[src/sv/e2r_pkg.sv]
// ----------------------------------------------------------------------------
// e2r_pkg: shared types and constants for the Euler-angle to rotation-matrix block
// Payload structs, CORDIC arctangent table and fixed-point helpers.
// ----------------------------------------------------------------------------
package e2r_pkg;

	localparam int ANGLE_BITS    = 16;
	localparam int FRAC_BITS     = 14;
	localparam int CORDIC_STAGES = 16;
	localparam int NSTG          = (CORDIC_STAGES > 32) ? 32 : CORDIC_STAGES;
	localparam int INT_FRAC      = 30;
	localparam int OUT_BITS      = 16;
	// Q2.30 datapath needs guard bits for the gain growth
	localparam int CW            = 34;
	localparam int VW            = FRAC_BITS + 2;      // clamped value width
	localparam int PW            = 2 * VW;             // product width
	localparam int SW            = PW + 1;             // sum width

	localparam logic signed [CW-1:0] CORDIC_GAIN = CW'(652032874);
	localparam logic signed [VW-1:0] ONE_V       = VW'(1 << FRAC_BITS);

	typedef struct packed {
		logic signed [15:0] roll_angle;
		logic signed [15:0] pitch_angle;
		logic signed [15:0] yaw_angle;
	} req_t;

	typedef struct packed {
		logic signed [15:0] m00;
		logic signed [15:0] m01;
		logic signed [15:0] m02;
		logic signed [15:0] m10;
		logic signed [15:0] m11;
		logic signed [15:0] m12;
		logic signed [15:0] m20;
		logic signed [15:0] m21;
		logic signed [15:0] m22;
	} rsp_t;

	typedef struct packed {
		logic signed [VW-1:0] c;
		logic signed [VW-1:0] s;
	} sc_t;

	function automatic logic [31:0] atan_turn(input int i);
		logic [31:0] t [32];
		t = '{32'h20000000, 32'h12E4051E, 32'h09FB385B, 32'h051111D4, 32'h028B0D43,
			32'h0145D7E1, 32'h00A2F61E, 32'h00517C55, 32'h0028BE53, 32'h00145F2F,
			32'h000A2F98, 32'h000517CC, 32'h00028BE6, 32'h000145F3, 32'h0000A2FA,
			32'h0000517D, 32'h000028BE, 32'h0000145F, 32'h00000A30, 32'h00000518,
			32'h0000028C, 32'h00000146, 32'h000000A3, 32'h00000051, 32'h00000029,
			32'h00000014, 32'h0000000A, 32'h00000005, 32'h00000003, 32'h00000001,
			32'h00000001, 32'h00000000};
		return t[i];
	endfunction

	// round half up from Q30 to FRAC_BITS, then clamp to +-1
	function automatic logic signed [VW-1:0] scale_q30(input logic signed [CW-1:0] v);
		logic signed [CW-1:0] r;
		r = (v + (CW'(1) <<< (INT_FRAC - FRAC_BITS - 1))) >>> (INT_FRAC - FRAC_BITS);
		if (r > CW'(ONE_V)) return ONE_V;
		if (r < -CW'(ONE_V)) return -ONE_V;
		return r[VW-1:0];
	endfunction

	// round half up from 2*FRAC_BITS to FRAC_BITS, then clamp to +-1
	function automatic logic signed [VW-1:0] finish(input logic signed [SW-1:0] v);
		logic signed [SW-1:0] r;
		r = (v + (SW'(1) <<< (FRAC_BITS - 1))) >>> FRAC_BITS;
		if (r > SW'(ONE_V)) return ONE_V;
		if (r < -SW'(ONE_V)) return -ONE_V;
		return r[VW-1:0];
	endfunction

endpackage

[src/sv/e2r_cordic.sv]
// ----------------------------------------------------------------------------
// e2r_cordic: pipelined sine/cosine lane
// Quadrant fold, one CORDIC micro-rotation per stage, scaling and unfold.
// Advances when en is high.
// ----------------------------------------------------------------------------
module e2r_cordic (
	input  logic                                 clk,
	input  logic                                 en,
	input  logic signed [e2r_pkg::ANGLE_BITS-1:0] angle,
	output e2r_pkg::sc_t                         sc
);
	localparam int N  = e2r_pkg::NSTG;
	localparam int CW = e2r_pkg::CW;

	logic signed [CW-1:0] x_q [N+1];
	logic signed [CW-1:0] y_q [N+1];
	logic signed [CW-1:0] z_q [N+1];
	logic [1:0]           quad_q [N+1];
	logic [31:0]          turn;
	logic [31:0]          bias;
	logic [31:0]          resid;

	// fold into one quadrant
	assign turn  = {angle, {(32 - e2r_pkg::ANGLE_BITS){1'b0}}};
	assign bias  = turn + 32'h20000000;
	assign resid = turn - {bias[31:30], 30'd0};

	always_ff @(posedge clk) begin
		if (en) begin
			x_q[0]    <= e2r_pkg::CORDIC_GAIN;
			y_q[0]    <= '0;
			z_q[0]    <= CW'(signed'(resid));
			quad_q[0] <= bias[31:30];
		end
	end

	// micro-rotation stages
	for (genvar i = 0; i < N; i++) begin : g_stg
		logic signed [CW-1:0] a;
		assign a = CW'(e2r_pkg::atan_turn(i));
		always_ff @(posedge clk) begin
			if (en) begin
				if (!z_q[i][CW-1]) begin
					x_q[i+1] <= x_q[i] - (y_q[i] >>> i);
					y_q[i+1] <= y_q[i] + (x_q[i] >>> i);
					z_q[i+1] <= z_q[i] - a;
				end else begin
					x_q[i+1] <= x_q[i] + (y_q[i] >>> i);
					y_q[i+1] <= y_q[i] - (x_q[i] >>> i);
					z_q[i+1] <= z_q[i] + a;
				end
				quad_q[i+1] <= quad_q[i];
			end
		end
	end

	// scale and unfold quadrant
	logic signed [e2r_pkg::VW-1:0] c, s;
	assign c = e2r_pkg::scale_q30(x_q[N]);
	assign s = e2r_pkg::scale_q30(y_q[N]);

	always_comb begin
		case (quad_q[N])
			2'd0:    begin sc.c = c;  sc.s = s;  end
			2'd1:    begin sc.c = -s; sc.s = c;  end
			2'd2:    begin sc.c = -c; sc.s = -s; end
			default: begin sc.c = s;  sc.s = -c; end
		endcase
	end
endmodule

[config.mk]
export PLATFORM = sky130hd
export DESIGN_NAME = e2r_cordic
export DESIGN_NICKNAME = d
export VERILOG_FILES = /design/src/sv/e2r_pkg.sv /design/src/sv/e2r_cordic.sv
export SDC_FILE = /design/constraint.sdc
export NUM_CORES = 2
export LEC_CHECK = 0
export BUFFER_PORTS_ARGS = -buffer_cell sky130_fd_sc_hd__buf_2
export CELL_PAD_IN_SITES_DETAIL_PLACEMENT = 0
export CELL_PAD_IN_SITES_GLOBAL_PLACEMENT = 1
export CORE_MARGIN = 5
export CORE_UTILIZATION = 45
export CTS_CLUSTER_SIZE = 25
export DETAILED_ROUTE_END_ITERATION = 10
export GPL_TIMING_DRIVEN = 0
export HOLD_SLACK_MARGIN = 0.15
export MAX_ROUTING_LAYER = met4
export PLACE_DENSITY = 0.83
export SLEW_MARGIN = 20
export SYNTH_ARGS = -nofsm -noshare
export SYNTH_HDL_FRONTEND = slang
export SYNTH_SLANG_ARGS = --single-unit
[constraint.sdc]
create_clock -name clk -period 6.31 [get_ports clk]
set_input_delay 1.262 -clock clk [delete_from_list [all_inputs] [get_ports clk]]
set_output_delay 1.262 -clock clk [all_outputs]
set_load 0.02 [all_outputs]
==> metrics.yaml <==
status:
  status: "complete, no violations"
route:
  drc: 0
  totalWireLength_um: 314000
  drt_iter0_drc: 6674
  drtPass1Iterations: 6
  post_drt_wl_per_cell_um: 18.9
  vias_per_cell: 5.75
  via_count: 95300
  antenna_left: 0
hold_path:
  hold-path-cell-count: 0
  hp-start: "quad_q[0][3]"
  whs_endpoint: "quad_q[0][5]"
  hp-class: "reg2reg"
clock_tree:
  cts_buffer_depth: 4
  clkTransAtPathRegs_ns: 0.07
  clock-sinks: 1449
  ctsHoldBuffers: 0
  clkLatencyLatePin_ns: 0.88
  cts_tree: "done"
  cts-buffers-inserted: 172
  cts.htree.levels: 4
  cts-root-buf: "clkbuf_16"
critical_path:
  regToRegSetupSlack_ns: 0.71
  worst_ep_required_time_ns: 6.87
  max_stage_delay_ns: 0.57
  start_kind: "input port"
  critPathKind: "in2reg"
  path_cells: "buf_6, buf_16, buf_6, nand2_2, inv_1, clkbuf_1, nor2_1, xnor2_1, ha_1, o21ai_0, o21a_1, nor4_2, nor4_2, buf_4, a31o_2, or3_1, a31oi_1, a31o_2, a41oi_1, mux2i_1, nand2_1"
  cp-end-kind: "register"
  crit_slowest_cell: "clkbuf_1"
  r2r_cells: 17
  crit-reg2reg-capture: "y_q[7][33]"
  r2r_start: "x_q[6][12]"
  crit_fanout: 31
  crit_arrival_ns: 6.64
yosys:
  synth_top_area_cell: "edfxtp_1"
  yosysSeqAreaShare_pct: 35.7
  synth_warnings: 0
  syn-cell-area_um2: 122000
  synth_nets: 14000
  postSynth.asyncResetShare_pct: 0
  syn-mean-instance-area_um2: 9.68
  syn_inst: 12600
  synthFlopType: "edfxtp_1"
  ys_seq_elements: 1449
  synth_top_area_share_pct: 35.7
  synth_edf_count: 1449
  ys_top_cells_by_area: "edfxtp_1, ha_1, xnor2_1, a21oi_1, xor2_1"
  yosys.cell_types.count: 95
floorplan:
  die_y_um: 531
  die-area_um2: 282000
  die-width_um: 531
  start_util_pct: 45.1
  core_region_area_um2: 270000
  rows: 191
  ios: 50
timing:
  period_needed_ns: 6.09
  hold_violations: 0
  finalSetupViolations: 0
  tightest_slew_ns: 1.13
  setup_slack_ns: 0.225
  period_share_pct: 96.4
  rsz0062_at_grt: "false"
  skew_ns: 0.0681
  slew_violations: 0
  max_slew_margin_pct: 24.0
  fmax_ghz: 0.164
  holdWs_ns: 0.408
final_layout:
  layout_commonest_cell: "edfxtp_1"
  area.growth.synth_to_final_pct: 9.84
  n_fill_cell: 25100
  drive_gt1_share_pct: 5.14
  final_nets: 14300
  layout_common_cells: "edfxtp_1, ha_1, a21oi_1, xnor2_1, nor2_1"
global_routing:
  use_met1_pct: 28.7
  grt_pass1_vias: 90200
  met2_usage_pct: 37.2
  globalRoute.busiestLayer: "met2"
  grt_max_degree: 61
  grt_pass1_wl_um: 497000
  grt-ovfl-total: 0
  track_usage_pct: 22.3
  antenna_found_initial: 3
  use_met3_pct: 2.23
run:
  max_cap_viol_count: 0
placement:
  portBuffers: 49
  gp_congestion: 0.926
  dp_hpwl_um: 250000
  place_ws_ns: -2.53
==> cell type report <==
class	count	area, um2	area share, %
Clock inverter	108	1390	1.03
Buffer	185	863	0.644
Clock buffer	204	4510	3.36
Timing Repair Buffer	102	1260	0.938
Inverter	465	1750	1.31
Multi-Input combinational cell	10500	76300	56.9
Tap cell	3570	4470	3.33
Sequential cell	1449	43500	32.5
Antenna cell	3	7.51	0.00560
==> per-layer routing <==
| metal | vias to the layer above | wire (um) |
|---|---|---|
| met5 | - | 0 |
| met4 | 0 | 11400 |
| met3 | 512 | 14100 |
| met2 | 2109 | 148000 |
| met1 | 44900 | 140000 |
| li1 | 47700 | - |
==> synth_stat cells (59+ instances only) <==
cell         n
inv_1      454
nand2b_1   216
xnor2_1   1244
or3_1      106
a21oi_1   1290
o21ai_0    705
xor2_1     603
nand3_1    213
a21o_1     564
nor4_1      93
mux2_2      61
nor2b_1    191
o31ai_1    140
nand2_1    641
nor3_1     303
and3_1     103
nor2_1     975
and2_1      70
a211oi_1   134
o211ai_1    59
clkbuf_1   149
o21bai_1   178
a31oi_1    111
edfxtp_1  1449
o21a_1     228
nand4_1     83
ha_1      1381
mux2i_1     78
==> repair_timing <==
action,CTS,global route
pin swaps,4,6
endpoints found under the setup margin,214,88
gates resized for setup,41,53
hold endpoints to repair,0,0
buffers inserted,5,12
==> registers in the layout (all words and copies together), names as in the netlist <==
signal and cells:
x_q 469, z_q 450, y_q 496, quad_q 34
==> cell families (layout without fill, tap and decap cells) <==
logic type	count (synthesis)	count (layout)	share of synthesized area (%)
muxes	140	140	1.22
and+or+nand+nor	3209	3209	12.9
buffers and inverters	656	1064	2.03
AOI/OAI and AO/OA	3877	3877	20.1
other	0	3	0
xor gates and xnor gates	1848	1848	13.3
DFF	1449	1449	35.7
adders and majority gates	1421	1421	14.8
==> worst max-delay path by stage <==
stage,startpoint,end
final,en,y_q[7][32]
after global placement,en,y_q[4][33]
after global routing,y_q[16][20],sc[20]
after CTS,x_q[16][15],sc[12]
after floorplan,en,y_q[4][33]
after detailed placement,en,y_q[4][33]
==> per-stage QoR <==
step | utilization, % | cells | TNS (ns) | cell area (um2)
after global placement | 46.9 | 16200 | -5897.01 | 127000
after detailed placement | 47.2 | 16300 | -439.06 | 128000
final | 49.6 | 16600 | 0 | 134000
after floorplan | - | 12600 | 0 | 122000
after CTS | 49.5 | 16600 | 0 | 134000
after global routing | 49.6 | 16600 | 0 | 134000
==> worst max-delay path: cells and delay by family <==
family                     cells  cell delay (ns)
and+or+nand+nor                6             1.40
xor gates and xnor gates       1             0.22
AOI/OAI and AO/OA              6             1.27
adders and majority gates      1             0.37
buffers and inverters          6             1.81
muxes                          1             0.17
Power is left out: the tool's default activity adds up to more than one toggle a clock period on the data nets, which glitch-free logic cannot reach.
